File: config.mk
export PLATFORM = sky130hd
export DESIGN_NAME = periodic_action_timer_table_core
export DESIGN_NICKNAME = d
export VERILOG_FILES = /design/src/hdl/patt_pkg.sv /design/src/hdl/periodic_action_timer_table_core.sv /design/src/hdl/patt_front.sv /design/src/hdl/patt_back.sv
export SDC_FILE = /design/constraint.sdc
export NUM_CORES = 1
export LEC_CHECK = 0
export BUFFER_PORTS_ARGS = -buffer_cell sky130_fd_sc_hd__buf_2
export CORE_AREA = 3 3 379 381
export DETAILED_ROUTE_END_ITERATION = 10
export DIE_AREA = 0 0 382 384
export GPL_TIMING_DRIVEN = 0
export SLEW_MARGIN = 20
export SYNTH_ARGS = -nofsm -noshare
export SYNTH_HDL_FRONTEND = slang
export SYNTH_SLANG_ARGS = --single-unit
File: constraint.sdc
create_clock -name clk -period 7.7 [get_ports clk]
set_clock_uncertainty 0.1 [all_clocks]
set_input_delay 0.385 -clock clk [delete_from_list [all_inputs] [get_ports clk]]
set_output_delay 0.385 -clock clk [all_outputs]
set_load 0.1 [all_outputs]
File: src/hdl/patt_pkg.sv
// ----------------------------------------------------------------------------
// patt_pkg: shared types and codes for the periodic timer table
// Operation codes, status codes and the period and skip counter widths.
// ----------------------------------------------------------------------------
`default_nettype none
package patt_pkg;
	localparam logic [2:0] OP_ADD     = 3'd0;
	localparam logic [2:0] OP_REMOVE  = 3'd1;
	localparam logic [2:0] OP_SUSPEND = 3'd2;
	localparam logic [2:0] OP_RESUME  = 3'd3;
	localparam logic [2:0] OP_QUERY   = 3'd4;
	localparam logic [2:0] OP_TICK    = 3'd5;
	localparam logic [2:0] OP_REPORT  = 3'd6;
	localparam logic [2:0] OP_NONE    = 3'd7;

	localparam logic [1:0] ST_OK        = 2'd0;
	localparam logic [1:0] ST_NOT_FOUND = 2'd1;
	localparam logic [1:0] ST_FULL      = 2'd2;
	localparam logic [1:0] ST_NO_CHANGE = 2'd3;

	localparam int PERIOD_BITS = 31;
	localparam int SKIP_BITS   = 8;
endpackage
`default_nettype wire

File: src/hdl/periodic_action_timer_table_core.sv
// ----------------------------------------------------------------------------
// periodic_action_timer_table_core: keyed periodic timer table
// Front intake queue feeding a table engine that runs commands and ticks.
// ----------------------------------------------------------------------------
// A command (add, remove, suspend, resume, query, report) is acted on once
// its beat is at the queue head, the engine is idle and the result port is
// free, and returns one acknowledge beat. A tick first advances time, then
// walks the slots one by one against the new time and, when any entry fires,
// sends the final fire from a flush state; a slot step waits while a fire
// must go out on a stalled result port. A tick returns one beat per fired
// entry, the final one marked last, and nothing when none fire. A two-beat queue
// separates intake from the engine, so new beats are taken while a tick
// walks until the queue is full.
`default_nettype none
module periodic_action_timer_table_core import patt_pkg::*; #(
	parameter int NUM_ENTRIES = 8,
	parameter int KEY_BITS    = 16,
	parameter int TIME_BITS   = 32
) (
	input  wire logic                   clk,
	input  wire logic                   arst_n,
	input  wire logic                   in_valid,
	output logic                        in_ready,
	input  wire logic [2:0]             operation,
	input  wire logic [KEY_BITS-1:0]    entry_key,
	input  wire logic [PERIOD_BITS-1:0] interval_ticks,
	input  wire logic                   success,
	output logic                        out_valid,
	input  wire logic                   out_ready,
	output logic                        event_kind,
	output logic [KEY_BITS-1:0]         event_key,
	output logic [1:0]                  status,
	output logic                        found,
	output logic                        paused,
	output logic                        last
);
	logic                   q_valid, q_pop, q_ok;
	logic [2:0]             q_op;
	logic [KEY_BITS-1:0]    q_key;
	logic [PERIOD_BITS-1:0] q_ivl;

	patt_front #(.KEY_BITS(KEY_BITS)) u_front (
		.clk, .arst_n, .in_valid, .in_ready,
		.op_i(operation), .key_i(entry_key), .ivl_i(interval_ticks), .ok_i(success),
		.q_valid, .q_pop, .q_op, .q_key, .q_ivl, .q_ok
	);

	patt_back #(.NUM_ENTRIES(NUM_ENTRIES), .KEY_BITS(KEY_BITS), .TIME_BITS(TIME_BITS))
	u_back (
		.clk, .arst_n, .q_valid, .q_pop, .q_op, .q_key, .q_ivl, .q_ok,
		.out_valid, .out_ready, .event_kind, .event_key, .status, .found,
		.paused, .last
	);
endmodule
`default_nettype wire

File: src/hdl/patt_front.sv
// ----------------------------------------------------------------------------
// patt_front: command intake
// Accepts input beats, drops unused codes, and queues commands for the back.
// ----------------------------------------------------------------------------
`default_nettype none
module patt_front import patt_pkg::*; #(
	parameter int KEY_BITS = 16
) (
	input  wire logic                   clk,
	input  wire logic                   arst_n,
	input  wire logic                   in_valid,
	output logic                        in_ready,
	input  wire logic [2:0]             op_i,
	input  wire logic [KEY_BITS-1:0]    key_i,
	input  wire logic [PERIOD_BITS-1:0] ivl_i,
	input  wire logic                   ok_i,
	output logic                        q_valid,
	input  wire logic                   q_pop,
	output logic [2:0]                  q_op,
	output logic [KEY_BITS-1:0]         q_key,
	output logic [PERIOD_BITS-1:0]      q_ivl,
	output logic                        q_ok
);
	// two-entry queue
	logic [2:0]             op_q  [2];
	logic [KEY_BITS-1:0]    key_q [2];
	logic [PERIOD_BITS-1:0] ivl_q [2];
	logic                   ok_q  [2];
	logic                   wp_q, rp_q;
	logic [1:0]             cnt_q;
	logic                   push;

	assign in_ready = (cnt_q != 2'd2);
	assign push     = in_valid && in_ready && (op_i != OP_NONE);
	assign q_valid  = (cnt_q != 2'd0);
	assign q_op     = op_q[rp_q];
	assign q_key    = key_q[rp_q];
	assign q_ivl    = ivl_q[rp_q];
	assign q_ok     = ok_q[rp_q];

	always_ff @(posedge clk) begin
		if (push) begin
			op_q[wp_q]  <= op_i;
			key_q[wp_q] <= key_i;
			ivl_q[wp_q] <= (ivl_i == '0) ? PERIOD_BITS'(1) : ivl_i;
			ok_q[wp_q]  <= ok_i;
		end
	end

	always_ff @(posedge clk or negedge arst_n) begin
		if (!arst_n) begin
			wp_q  <= 1'b0;
			rp_q  <= 1'b0;
			cnt_q <= 2'd0;
		end else begin
			if (push) wp_q <= ~wp_q;
			if (q_pop) rp_q <= ~rp_q;
			cnt_q <= cnt_q + 2'(push) - 2'(q_pop);
		end
	end
endmodule
`default_nettype wire

File: src/hdl/patt_back.sv
// ----------------------------------------------------------------------------
// patt_back: table engine
// Executes commands on the entry table and walks it slot by slot on a tick.
// ----------------------------------------------------------------------------
`default_nettype none
module patt_back import patt_pkg::*; #(
	parameter int NUM_ENTRIES = 8,
	parameter int KEY_BITS    = 16,
	parameter int TIME_BITS   = 32
) (
	input  wire logic                   clk,
	input  wire logic                   arst_n,
	input  wire logic                   q_valid,
	output logic                        q_pop,
	input  wire logic [2:0]             q_op,
	input  wire logic [KEY_BITS-1:0]    q_key,
	input  wire logic [PERIOD_BITS-1:0] q_ivl,
	input  wire logic                   q_ok,
	output logic                        out_valid,
	input  wire logic                   out_ready,
	output logic                        event_kind,
	output logic [KEY_BITS-1:0]         event_key,
	output logic [1:0]                  status,
	output logic                        found,
	output logic                        paused,
	output logic                        last
);
	localparam int IW = (NUM_ENTRIES > 1) ? $clog2(NUM_ENTRIES) : 1;

	typedef enum logic [2:0] {
		S_IDLE  = 3'b001,
		S_WALK  = 3'b010,
		S_FLUSH = 3'b100
	} state_t;

	state_t                 state_q;
	logic [NUM_ENTRIES-1:0] valid_q, susp_q;
	logic [KEY_BITS-1:0]    key_q   [NUM_ENTRIES];
	logic [TIME_BITS-1:0]   dl_q    [NUM_ENTRIES];
	logic [PERIOD_BITS-1:0] per_q   [NUM_ENTRIES];
	logic [SKIP_BITS-1:0]   skip_q  [NUM_ENTRIES];
	logic [TIME_BITS-1:0]   time_q;
	logic [IW-1:0]          idx_q;

	// one fire held back until the next fire (or walk end) tells "last"
	logic                   pend_q;
	logic [KEY_BITS-1:0]    pend_key_q;

	logic                   ob_free;
	logic [NUM_ENTRIES-1:0] hit, free;
	logic [IW-1:0]          hit_idx, free_idx, add_idx;
	logic                   hit_any, free_any;
	logic [TIME_BITS-1:0]   diff, dl_cur;
	logic                   due, fires, walk_end;
	logic                   cmd_go, walk_step, walk_emit, flush_go, pend_next;
	logic [1:0]             cmd_status;
	logic                   cmd_found, cmd_paused;

	assign ob_free = !out_valid || out_ready;

	always_comb begin
		hit_idx  = '0;
		free_idx = '0;
		hit_any  = 1'b0;
		free_any = 1'b0;
		for (int i = NUM_ENTRIES - 1; i >= 0; i--) begin
			hit[i]  = valid_q[i] && (key_q[i] == q_key);
			free[i] = !valid_q[i];
			if (hit[i]) begin
				hit_idx = IW'(i);
				hit_any = 1'b1;
			end
			if (free[i]) begin
				free_idx = IW'(i);
				free_any = 1'b1;
			end
		end
	end

	assign add_idx = hit_any ? hit_idx : free_idx;

	// acknowledge fields for the command at the queue head
	always_comb begin
		cmd_status = ST_OK;
		cmd_found  = 1'b0;
		cmd_paused = 1'b0;
		case (q_op)
			OP_ADD: begin
				if (!hit_any && !free_any) cmd_status = ST_FULL;
			end
			OP_REMOVE, OP_REPORT: begin
				if (!hit_any) cmd_status = ST_NOT_FOUND;
			end
			OP_SUSPEND, OP_RESUME: begin
				if (!hit_any) cmd_status = ST_NOT_FOUND;
				else if (susp_q[hit_idx] == (q_op == OP_SUSPEND)) cmd_status = ST_NO_CHANGE;
			end
			OP_QUERY: begin
				if (!hit_any) cmd_status = ST_NOT_FOUND;
				else begin
					cmd_found  = 1'b1;
					cmd_paused = susp_q[hit_idx];
				end
			end
			default: ;
		endcase
	end

	assign dl_cur   = dl_q[idx_q];
	assign diff     = time_q - dl_cur;
	assign due      = valid_q[idx_q] && !diff[TIME_BITS-1];
	assign fires    = due && (skip_q[idx_q] == '0) && !susp_q[idx_q];
	assign walk_end = (idx_q == IW'(NUM_ENTRIES - 1));

	// a slot step waits only when a new fire must push out the pending one
	assign cmd_go    = (state_q == S_IDLE) && q_valid && (q_op != OP_TICK) && ob_free;
	assign walk_step = (state_q == S_WALK) && (!(fires && pend_q) || ob_free);
	assign walk_emit = walk_step && fires && pend_q;
	assign flush_go  = (state_q == S_FLUSH) && ob_free;
	assign pend_next = fires || pend_q;
	assign q_pop     = cmd_go || (walk_step && walk_end && !pend_next) || flush_go;

	always_ff @(posedge clk) begin
		if (cmd_go) begin
			event_kind <= 1'b0;
			event_key  <= q_key;
			status     <= cmd_status;
			found      <= cmd_found;
			paused     <= cmd_paused;
			last       <= 1'b1;
			if (q_op == OP_ADD && (hit_any || free_any)) begin
				key_q[add_idx]  <= q_key;
				per_q[add_idx]  <= q_ivl;
				dl_q[add_idx]   <= time_q + TIME_BITS'(q_ivl);
				skip_q[add_idx] <= '0;
			end
			if (q_op == OP_REPORT && hit_any) begin
				if (q_ok) skip_q[hit_idx] <= '0;
				else if (skip_q[hit_idx] != '1)
					skip_q[hit_idx] <= skip_q[hit_idx] + SKIP_BITS'(1);
			end
		end else if (walk_step) begin
			if (due) begin
				dl_q[idx_q] <= dl_cur + TIME_BITS'(per_q[idx_q]);
				if (skip_q[idx_q] != '0) skip_q[idx_q] <= skip_q[idx_q] - SKIP_BITS'(1);
			end
			if (fires) pend_key_q <= key_q[idx_q];
			if (walk_emit) begin
				event_kind <= 1'b1;
				event_key  <= pend_key_q;
				status     <= ST_OK;
				found      <= 1'b0;
				paused     <= 1'b0;
				last       <= 1'b0;
			end
		end else if (flush_go) begin
			// final fire of the tick
			event_kind <= 1'b1;
			event_key  <= pend_key_q;
			status     <= ST_OK;
			found      <= 1'b0;
			paused     <= 1'b0;
			last       <= 1'b1;
		end
	end

	always_ff @(posedge clk or negedge arst_n) begin
		if (!arst_n) begin
			state_q   <= S_IDLE;
			valid_q   <= '0;
			susp_q    <= '0;
			time_q    <= '0;
			idx_q     <= '0;
			pend_q    <= 1'b0;
			out_valid <= 1'b0;
		end else begin
			if (cmd_go || walk_emit || flush_go) out_valid <= 1'b1;
			else if (out_ready) out_valid <= 1'b0;
			case (state_q)
				S_IDLE: begin
					if (q_valid && q_op == OP_TICK) begin
						time_q  <= time_q + TIME_BITS'(1);
						idx_q   <= '0;
						pend_q  <= 1'b0;
						state_q <= S_WALK;
					end else if (cmd_go) begin
						if (q_op == OP_ADD && (hit_any || free_any)) begin
							valid_q[add_idx] <= 1'b1;
							susp_q[add_idx]  <= 1'b0;
						end
						if (q_op == OP_REMOVE && hit_any) valid_q[hit_idx] <= 1'b0;
						if ((q_op == OP_SUSPEND || q_op == OP_RESUME) && hit_any)
							susp_q[hit_idx] <= (q_op == OP_SUSPEND);
					end
				end
				S_WALK: begin
					if (walk_step) begin
						pend_q <= pend_next;
						if (walk_end) state_q <= pend_next ? S_FLUSH : S_IDLE;
						else idx_q <= idx_q + IW'(1);
					end
				end
				S_FLUSH: begin
					if (ob_free) begin
						pend_q  <= 1'b0;
						state_q <= S_IDLE;
					end
				end
				default: state_q <= S_IDLE;
			endcase
		end
	end
endmodule
`default_nettype wire

==> impl_metrics.env, run 1 <==
export IMPL_ys_seq_area_share_pct=63.22
export IMPL_clk_path_buf_depth=3
export IMPL_synthFlopType="edfxtp_1"
export IMPL_critPathSlowestCell="dfrtp_1"
export IMPL_cp_start_kind="register"
export IMPL_yosysTopAreaCellShare_pct=59.55
export IMPL_powerDensity_nw_per_um2=321.6
export IMPL_synthTopCellsByArea="edfxtp_1 60%, mux4_2 9.5%, xnor2_1 3.9%"
export IMPL_drtIter0Drc=2338
export IMPL_syn_inst=2861
export IMPL_core_region_area_sq_um=140900
export IMPL_dr_total_vias=25508
export IMPL_ys_seq_elements=896
export IMPL_htreeDepth=3
export IMPL_rsz0062_at_grt="yes"
export IMPL_fill_cells=13595
export IMPL_grt_remaining_overflow=0
export IMPL_synth_distinct_cells=97
export IMPL_final_max_slew_viol_count=0
export IMPL_syn_nets=3017
export IMPL_synth_avg_cell_area_sq_um=14.70
export IMPL_yosys_top_cells_count="834 x edfxtp_1, 342 x nand2_1, 188 x xnor2_1"
export IMPL_cts_inserted_buffers=89
export IMPL_antenna_found_initial=2
export IMPL_synthArstFlopShare_pct=6.696
export IMPL_period_minus_slack_ns=7.341
export IMPL_final_core_util_pct=35.01
export IMPL_routabilityCongestion=0.9453
export IMPL_wl_per_cell_um=22.97
export IMPL_syn_area_sq_um=42050
export IMPL_crit_chain="buf_2, clkbuf_2, buf_2, buf_2, clkbuf_4, mux4_2, nand2_1, nand2_1, ha_1, inv_1, fa_1, nor2b_1, o31a_1, o41a_1, o21ai_1, a21oi_1, a41o_1, o311a_1, o21ai_0, a21boi_0, or4_1, a31oi_1, xor2_1, mux2i_4"
export IMPL_setup_worst_path_class="reg -> reg"
export IMPL_synth_edf_count=834
export IMPL_start_util_pct=29.85
export IMPL_slew_headroom_pct=23.73
export IMPL_p_leak_nw=16.72
export IMPL_cts_sinks=896
export IMPL_ys_warn_count=0
export IMPL_cp_end_kind="register"
export IMPL_io_pins=79
export IMPL_grt_pass1_wl_mm=172.3
export IMPL_fmax_ghz=0.1362
export IMPL_hpwl_mm=83.70
export IMPL_first_global_vias=25578
export IMPL_period_share_pct=95.34
export IMPL_finalHoldViolations=0
export IMPL_cp_slowest_stage_delay_ns=0.54
export IMPL_area_delta_synth_final_pct=17.29
export IMPL_layout_drive_gt1_share_pct=18.54
export IMPL_viasPerCell=5.024
export IMPL_antenna_left=0
export IMPL_drt_pass1_iter_count=5
export IMPL_cts_tree="built"
export IMPL_power_mw=15.86
export IMPL_grtUsageTotal_pct=15.75
export IMPL_peakVddDrop_mv=0.1758
export IMPL_fp_dieW_um=382
export IMPL_synth_most_common_cell="edfxtp_1"
export IMPL_arrival_ns=7.61
export IMPL_cts_root_buf="clkbuf_16"
export IMPL_hold_path_class="in -> async"
export IMPL_worstSkewPairLatency_ns=0.67
export IMPL_crit_path_max_fanout=10
export IMPL_drv_cap=0
export IMPL_yosysTopAreaCell="edfxtp_1"
export IMPL_setup_violations=0
export IMPL_portBuffers=78
export IMPL_worst_slew_pin_slew_ns=1.144
export IMPL_die_area_sq_um=146700
export IMPL_cp_data_required_time_ns=7.97
export IMPL_clk_pin_slew_ns=0.06
export IMPL_worst_path_most_repeated_cell="buf_2"
export IMPL_drc_errors=0
export IMPL_drt_wl_total_mm=116.6
export IMPL_tns_ns=0
export IMPL_fin_nets=3271
export IMPL_grt_max_degree=51
export IMPL_rows=138
export IMPL_outcome="finished clean"
export IMPL_fp_dieH_um=384
export IMPL_n_antenna_cell=0
[metrics by stage]
stage	instance area, sq um	hold slack [ns]	std cells	setup slack (ns)
final	49330	0.03463	5077	0.3586
after global routing	49330	0.02485	5077	-0.008701
after CTS	49200	0.004840	5075	0.005261
after detailed placement	45690	0.1602	4860	-2.170
after global placement	44810	0.3413	4829	-3.010
after floorplan	42050	-0.01059	2861	0.5113
[path summary, 6_finish.rpt]
path,cells after the start,slack (ns),end,startpoint
max,24,0.36,u_back.dl_q[7][30],u_back.idx_q[1]
min,2,0.03,u_back.time_q[31],arst_n
max reg2reg,24,0.36,u_back.dl_q[7][30],u_back.idx_q[1]
min reg2reg,1,0.36,u_back.last,u_back.last
max in group asynchronous,3,6.86,u_back.state_q[0],arst_n
min in group clk,2,0.04,u_front.ivl_q[0][14],interval_ticks[14]
[cell type report]
| type | count | area (sq um) | share of cell area, % |
|---|---|---|---|
| Clock inverter | 46 | 504.2 | 1.022 |
| Tap cell | 1890 | 2365 | 4.794 |
| Sequential cell | 896 | 26590 | 53.90 |
| Timing Repair Buffer | 165 | 1672 | 3.389 |
| Multi-Input combinational cell | 1749 | 14880 | 30.18 |
| Inverter | 87 | 329.1 | 0.6671 |
| Buffer | 127 | 633.1 | 1.284 |
| Clock buffer | 117 | 2352 | 4.769 |
[routing by layer]
layer  vias to the layer above  wire length, um  track usage [%]
met5                         -                0                0
met3                       215             6601            2.431
met1                     12966            50480            21.09
met2                       853            55920            26.42
met4                         0             3630            4.651
li1                      11474                -                -
[flip-flops by register name, indices dropped and copies added, names as in the netlist, 2 cells and up]
name	flops
u_back.time_q	32
u_front.key_q	32
u_front.ivl_q	62
u_back.valid_q	8
u_back.state_q	3
u_back.pend_key_q	16
u_back.idx_q	3
u_back.dl_q	256
u_front.cnt_q	2
u_back.key_q	128
u_back.status	2
u_back.event_key	16
u_front.ok_q	2
u_front.op_q	6
u_back.susp_q	8
u_back.per_q	248
u_back.skip_q	64
[power by group]
part	switching, mW	internal [mW]	total, mW	leakage (nW)
Clock	1.88	2.47	4.34	1.38
Sequential	0.136	6.18	6.32	8.48
Combinational	3.43	1.77	5.20	6.87
[kinds of logic after synthesis]
kind of cell	share of synthesized area, %
DFF	63.22
and+or+nand+nor	8.982
AOI/OAI and AO/OA	5.817
muxes	12.17
xor gates and xnor gates	4.686
buffers and inverters	2.086
adders and majority gates	3.041
[what timing repair did]
item / in CTS / in global routing
hold endpoints to repair: 155 / 0
pin swaps: 0 / 0
hold buffers: 49 / 0
setup buffers: 4 / 3
setup endpoints to repair: 670 / 415
resized for setup: 41 / 50
[worst max-delay path: cells and delay by family (launching register included)]
family	cells	cell delay, ns
muxes	2	0.50
xor gates and xnor gates	1	0.25
buffers and inverters	6	1.99
DFF	1	0.54
adders and majority gates	2	0.46
and+or+nand+nor	4	0.69
AOI/OAI and AO/OA	9	2.50
[layout by cell type, fill, tap and decap left out, types with 89 or more instances in the layout]
cell and n:
edfxtp_1 834, nand2_1 342, xnor2_1 187, mux4_2 178, nor2_1 123, clkbuf_1 100, ha_1 99, o21ai_0 93
buf_2 92, clkbuf_16 89
Power figures use the tool's default switching activity.
==> inputs of run 2 (changes only) <==
--- a/config.mk
+++ b/config.mk
@@ -6,11 +6,12 @@
 export NUM_CORES = 1
 export LEC_CHECK = 0
 export BUFFER_PORTS_ARGS = -buffer_cell sky130_fd_sc_hd__buf_2
-export CORE_AREA = 3 3 379 381
+export CORE_AREA = 3 3 401 403
 export DETAILED_ROUTE_END_ITERATION = 10
-export DIE_AREA = 0 0 382 384
+export DIE_AREA = 0 0 404 406
 export GPL_TIMING_DRIVEN = 0
 export SLEW_MARGIN = 20
 export SYNTH_ARGS = -nofsm -noshare
 export SYNTH_HDL_FRONTEND = slang
+export SYNTH_HIERARCHICAL = 1
 export SYNTH_SLANG_ARGS = --single-unit
==> impl_metrics.env, run 2 <==
export IMPL_drtIter0Drc=2921
export IMPL_final_max_slew_viol_count=0
export IMPL_yosysTopAreaCell="edfxtp_1"
export IMPL_syn_nets=3097
export IMPL_crit_path_max_fanout=10
export IMPL_reg2reg_depth=21
export IMPL_cp_start_kind="register"
export IMPL_p_switching_mw=6.471
export IMPL_grt_max_degree=47
export IMPL_viasPerCell=4.967
export IMPL_finalHoldViolations=0
export IMPL_grt_pass1_wl_mm=179.7
export IMPL_htreeDepth=3
export IMPL_clkPwrFrac_pct=25.6
export IMPL_cp_end_kind="register"
export IMPL_final_common_cell="edfxtp_1"
export IMPL_mostFrequentLayoutCells="834 x edfxtp_1, 381 x nand2_1, 178 x mux4_2"
export IMPL_synth_avg_cell_area_sq_um=14.47
export IMPL_regToRegStartpoint="u_back/idx_q[1]"
export IMPL_fp_dieW_um=404
export IMPL_synth_distinct_cells=95
export IMPL_yosys_top_cells_count="834 x edfxtp_1, 382 x nand2_1, 178 x mux4_2"
export IMPL_hold_path_class="in -> reg"
export IMPL_p_int_mw=11.42
export IMPL_peakVddDrop_mv=0.1786
export IMPL_finalWorstSetupSlack_ns=0.3425
export IMPL_clk_path_buf_depth=3
export IMPL_synth_most_common_cell="edfxtp_1"
export IMPL_fin_nets=3358
export IMPL_setup_worst_path_class="reg -> reg"
export IMPL_tns_ns=0
export IMPL_io_pins=79
export IMPL_rows=146
export IMPL_powerDensity_nw_per_um2=355.6
export IMPL_core_region_area_sq_um=157800
export IMPL_portBuffers=78
export IMPL_syn_area_sq_um=42550
export IMPL_worst_slew_pin_slew_ns=1.196
export IMPL_multi_input_area_sq_um=15290
export IMPL_sequentialPowerShare_pct=35.5
export IMPL_largest_reg_flops=256
export IMPL_die_area_sq_um=164000
export IMPL_r2r_setup_slack_ns=0.34
export IMPL_drt_wl_total_mm=122.3
export IMPL_antenna_left=0
export IMPL_arrival_ns=7.63
export IMPL_yosysTopAreaCellShare_pct=58.86
export IMPL_ys_seq_area_share_pct=62.49
export IMPL_cts_tree="built"
export IMPL_design_area_sq_um=50310
export IMPL_synthArstFlopShare_pct=6.696
export IMPL_fill_cells=15458
export IMPL_start_util_pct=26.96
export IMPL_outcome="finished clean"
export IMPL_startpoint="u_back/idx_q[1]"
export IMPL_syn_inst=2941
export IMPL_drc_errors=0
export IMPL_fmax_ghz=0.1359
export IMPL_crit_end="u_back/dl_q[7][28]"
export IMPL_routabilityCongestion=0.9220
export IMPL_crit_chain="buf_2, clkbuf_2, clkbuf_2, clkbuf_1, mux4_2, nand2_1, nand2_1, ha_1, inv_1, fa_1, nor2b_1, o21a_1, o21ai_0, a211o_1, a311o_1, a21oi_1, a2111oi_0, nor2_1, a311oi_1, mux2i_1, or3_1"
export IMPL_grtUsageTotal_pct=14.82
export IMPL_critPathSlowestCell="clkbuf_1"
export IMPL_slew_headroom_pct=19.90
export IMPL_rr_endpoint="u_back/dl_q[7][28]"
export IMPL_worstSkewPairLatency_ns=0.69
export IMPL_wl_per_cell_um=22.85
export IMPL_p_leak_nw=17.11
export IMPL_cts_inserted_buffers=90
export IMPL_antenna_found_initial=2
export IMPL_grt_remaining_overflow=0
export IMPL_layout_drive_gt1_share_pct=18.85
export IMPL_place_area_sq_um=46490
export IMPL_cp_slowest_stage_delay_ns=0.77
export IMPL_first_global_vias=26327
export IMPL_drt_pass1_iter_count=6
export IMPL_cts_root_buf="clkbuf_16"
export IMPL_biggestRegsByFlops="u_back/dl_q: 256 flops, u_back/per_q: 248 flops, u_back/key_q: 128 flops"
export IMPL_synthTopCellsByArea="edfxtp_1 59%, mux4_2 9.4%, dfrtp_1 3.5%"
export IMPL_final_seq_area_sq_um=26590
export IMPL_rsz0062_at_grt="no"
export IMPL_clk_pin_slew_ns=0.06
export IMPL_area_delta_synth_final_pct=18.25
export IMPL_netSwitchingFraction_pct=36.17
export IMPL_fp_dieH_um=406
export IMPL_dp_slack_ns=-1.848
export IMPL_period_minus_slack_ns=7.357
export IMPL_p_comb_share_pct=38.9
export IMPL_cp_data_required_time_ns=7.98
export IMPL_synthFlopType="edfxtp_1"
export IMPL_hpwl_mm=89.03
export IMPL_dr_total_vias=26591
export IMPL_period_share_pct=95.55
export IMPL_ys_seq_elements=896
export IMPL_cts_sinks=896
export IMPL_drv_cap=0
export IMPL_ys_warn_count=6
export IMPL_synth_edf_count=834
export IMPL_top_register="u_back/dl_q"
export IMPL_setup_violations=0
run 2: cell types whose count changed in the layout (fill, tap and decap cells not counted), sizes merged, moves of 13 or more:
| cell | change |
|---|---|
| nand4 | +30 |
| nor4 | -56 |
| mux2 | +16 |
| inv | -21 |
| xor2 | +20 |
| xnor2 | -27 |
| nand2 | +41 |
| o22ai | +13 |
| mux2i | -27 |
| buf | +24 |
| o21ai | -20 |
| nand3 | +25 |
| o21a | -16 |
run 2: worst max-delay path: cells and delay by family (launching register included):
kind	cells	cell delay [ns]
DFF	1	0.51
adders and majority gates	2	0.44
buffers and inverters	5	2.22
AOI/OAI and AO/OA	7	2.28
and+or+nand+nor	5	0.93
muxes	2	0.55
run 2: cells by family after synthesis:
kind of cell,Yosys count,synth area share (%)
buffers and inverters,211,2.208
adders and majority gates,101,3.005
muxes,258,11.91
AOI/OAI and AO/OA,374,5.855
DFF,896,62.49
and+or+nand+nor,883,10.05
xor gates and xnor gates,218,4.488
run 2: worst min path at each step:
| stage | from | to | cells past startpoint |
|---|---|---|---|
| 3_5_place_dp | arst_n | u_back/time_q[18] | 1 |
| 5_1_grt | interval_ticks[5] | u_front/ivl_q[1][5] | 2 |
| 2_1_floorplan | arst_n | u_back/idx_q[0] | 0 |
| 6_report | interval_ticks[5] | u_front/ivl_q[1][5] | 2 |
| 4_1_cts | interval_ticks[5] | u_front/ivl_q[1][5] | 2 |
| 3_3_place_gp | u_back/event_kind | u_back/event_kind | 2 |
run 2: power by group through the flow:
stage,combinational [mW],clock [mW],sequential (mW)
final,6.96,4.58,6.35
after global routing,7.51,4.89,6.37
after CTS,6.95,4.69,6.35
after detailed placement,6.85,0,6.45
after global placement,6.65,0,6.48
after floorplan,4.35,0,6.81
run 2: area by class of cell:
type,count,area share (%)
inverters,69,0.5148
flip-flops and latches,896,52.84
clock buffers,117,4.737
diodes,3,0.01492
well taps,2072,5.153
multi-input cells,1834,30.38
plain buffers,140,1.432
repair buffers,171,3.534
clock inverters,51,1.390
run 2: layer usage:
layer	share of wire [%]	vias up	GRT usage [%]	routed length (um)
li1	-	11838	-	-
met1	44	13528	20.73	53360
met2	45	1031	22.94	55510
met3	8.3	194	3.468	10210
met4	2.6	0	4.225	3239
met5	0	-	0	0
run 2: stage by stage:
stage          std cells  total power [mW]  hold WS, ns  util [%]
2_1_floorplan       2941             11.15     -0.01059         -
3_3_place_gp        5091             13.13       0.3851     28.85
3_5_place_dp        5125             13.30       0.1811     29.46
4_1_cts             5351             17.99      0.01569     31.87
5_1_grt             5351             18.78      0.05828     31.87
6_report            5353             17.89      0.07554     31.88
run 2: timing repair:
item,4_1_cts,5_1_grt
gates resized for setup,35,12
hold buffers,51,0
hold endpoints to repair,158,0
setup buffers,7,0
endpoints found under the setup margin,680,550
pin swaps,1,0
==> inputs of run 3 (changes only) <==
==> constraint.sdc (replaced) <==
create_clock -name clk -period 7.4 [get_ports clk]
set_clock_uncertainty 0.1 [all_clocks]
set_input_delay 0.37 -clock clk [delete_from_list [all_inputs] [get_ports clk]]
set_output_delay 0.37 -clock clk [all_outputs]
set_load 0.1 [all_outputs]
==> impl_metrics.env, run 3 (same netlist as run 2, synthesis figures left out) <==
export IMPL_outcome="finished clean"
export IMPL_antenna_left=0
export IMPL_fp_dieW_um=404
export IMPL_grt_pass1_wl_mm=179.6
export IMPL_start_util_pct=26.96
export IMPL_gr_usage_met2_pct=22.93
export IMPL_first_global_vias=26315
export IMPL_final_common_cell="edfxtp_1"
export IMPL_fmax_ghz=0.1387
export IMPL_rsz0062_at_grt="no"
export IMPL_drt_wl_total_mm=122.3
export IMPL_dr_total_vias=26601
export IMPL_p_leak_nw=17.14
export IMPL_cp_data_required_time_ns=7.62
export IMPL_core_region_area_sq_um=157800
export IMPL_design_area_sq_um=50400
export IMPL_gr_max_usage_layer="met2"
export IMPL_viasPerCell=4.969
export IMPL_worst_slew_pin_slew_ns=1.194
export IMPL_cp_end_kind="register"
export IMPL_cts_sinks=896
export IMPL_grt_remaining_overflow=0
export IMPL_biggestRegsByFlops="u_back/dl_q: 256 flops, u_back/per_q: 248 flops, u_back/key_q: 128 flops"
export IMPL_fp_dieH_um=406
export IMPL_hold_path_class="in -> reg"
export IMPL_multi_input_area_sq_um=15310
export IMPL_io_pins=79
export IMPL_drc_errors=0
export IMPL_finalHoldViolations=0
export IMPL_clk_pin_slew_ns=0.06
export IMPL_largest_reg_flops=256
export IMPL_final_max_slew_viol_count=0
export IMPL_cts_root_buf="clkbuf_16"
export IMPL_layout_drive_gt1_share_pct=19.12
export IMPL_peakVddDrop_mv=0.1868
export IMPL_setup_violations=0
export IMPL_drt_pass1_iter_count=6
export IMPL_fin_nets=3360
export IMPL_power_mw=18.64
export IMPL_worstSkewPairLatency_ns=0.69
export IMPL_crit_path_max_fanout=10
export IMPL_setup_worst_path_class="reg -> reg"
export IMPL_mostFrequentLayoutCells="834 x edfxtp_1, 381 x nand2_1, 178 x mux4_2"
export IMPL_period_share_pct=97.40
export IMPL_cts_inserted_buffers=90
export IMPL_hpwl_mm=89.03
export IMPL_routabilityCongestion=0.9220
export IMPL_htreeDepth=3
export IMPL_period_minus_slack_ns=7.207
export IMPL_powerDensity_nw_per_um2=369.9
export IMPL_fill_cells=15456
export IMPL_holdWs_ns=0.06336
export IMPL_final_seq_area_sq_um=26590
export IMPL_antenna_found_initial=3
export IMPL_wl_per_cell_um=22.85
export IMPL_rows=146
export IMPL_arrival_ns=7.42
export IMPL_die_area_sq_um=164000
export IMPL_grtUsageTotal_pct=14.81
export IMPL_drtIter0Drc=2873
export IMPL_portBuffers=78
export IMPL_cts_tree="built"
export IMPL_drv_cap=0
export IMPL_grt_use_met3_pct=3.507
export IMPL_place_area_sq_um=46490
export IMPL_grt_max_degree=47
export IMPL_cp_start_kind="register"
export IMPL_area_delta_synth_final_pct=18.45
export IMPL_top_register="u_back/dl_q"
export IMPL_slew_headroom_pct=20.04
export IMPL_grtUsageMet1_pct=20.72
export IMPL_clk_path_buf_depth=3
-- run 3: changes by cell type in the layout (fill, tap and decap cells not counted), sizes merged --
cell and delta:
inv -1, buf -1, diode -2, clkinvlp +1, clkbuf +3
-- run 3: report_power, final --
group          total, mW  switching [mW]  internal (mW)
combinational       7.27            4.64           2.63
clock               4.77            1.99           2.78
sequential          6.60           0.122           6.48
-- run 3: metrics by stage --
step,util [%],setup WS [ns],TNS (ns),std cells
finish,31.93,0.1927,0,5353
global route,31.93,0.07860,0,5353
CTS,31.87,0.005198,0,5349
detailed placement,29.46,-2.148,-1036.38,5125
global placement,28.85,-4.273,-2288.61,5091
floorplan,-,0.1675,0,2941
-- run 3: metal layers --
metal	vias up	part of all wire, %
met3	192	8.5
met5	-	0
met2	1043	45
met1	13517	43
li1	11849	-
met4	0	2.7
-- run 3: area by class of cell --
class | count | share of cell area (%)
timing repair buffer | 173 | 3.607
sequential | 896 | 52.76
clock inverter | 51 | 1.388
multi-input combinational | 1834 | 30.39
clock buffer | 117 | 4.730
tap | 2072 | 5.144
inverter | 69 | 0.5214
buffer | 140 | 1.462
antenna | 1 | 0.004965
-- run 3: path summary, 6_finish.rpt --
kind                                        start                   to  slack (ns)  cells past startpoint
worst max-delay path                 u_front/rp_q  u_back/skip_q[4][5]        0.19                     18
worst min-delay path            interval_ticks[5]  u_front/ivl_q[1][5]        0.06                      2
worst max register to register       u_front/rp_q  u_back/skip_q[4][5]        0.19                     18
worst min register to register  u_back/event_kind    u_back/event_kind        0.40                      2
max in group asynchronous                  arst_n    u_back/state_q[0]        6.45                      3
min in group asynchronous                  arst_n    u_back/time_q[20]        0.12                      2
-- run 3: worst max-delay path, cell delays in order (launching register included) --
cell      delay (ns)
dfrtp_1         0.34
buf_6           0.24
buf_12          0.19
mux2_4          0.37
buf_2           0.23
xnor2_1         0.40
nand4_1         0.15
nor3_1          0.40
nand4_1         0.60
a31oi_1         0.94
o311ai_0        0.28
o32a_1          0.23
a21oi_1         0.37
ha_1            0.29
inv_1           0.07
a211oi_1        0.37
nand2_1         0.11
nor4_2          0.64
o22ai_2         0.46
-- run 3: repair_timing --
item / 4_1_cts / 5_1_grt
cloned: 0 / 0
hold buffers: 51 / 0
endpoints found under the setup margin: 686 / 550
buffers inserted: 7 / 2
endpoints found under the hold margin: 159 / 0
pin swaps: 1 / 2
gates resized for setup: 40 / 35
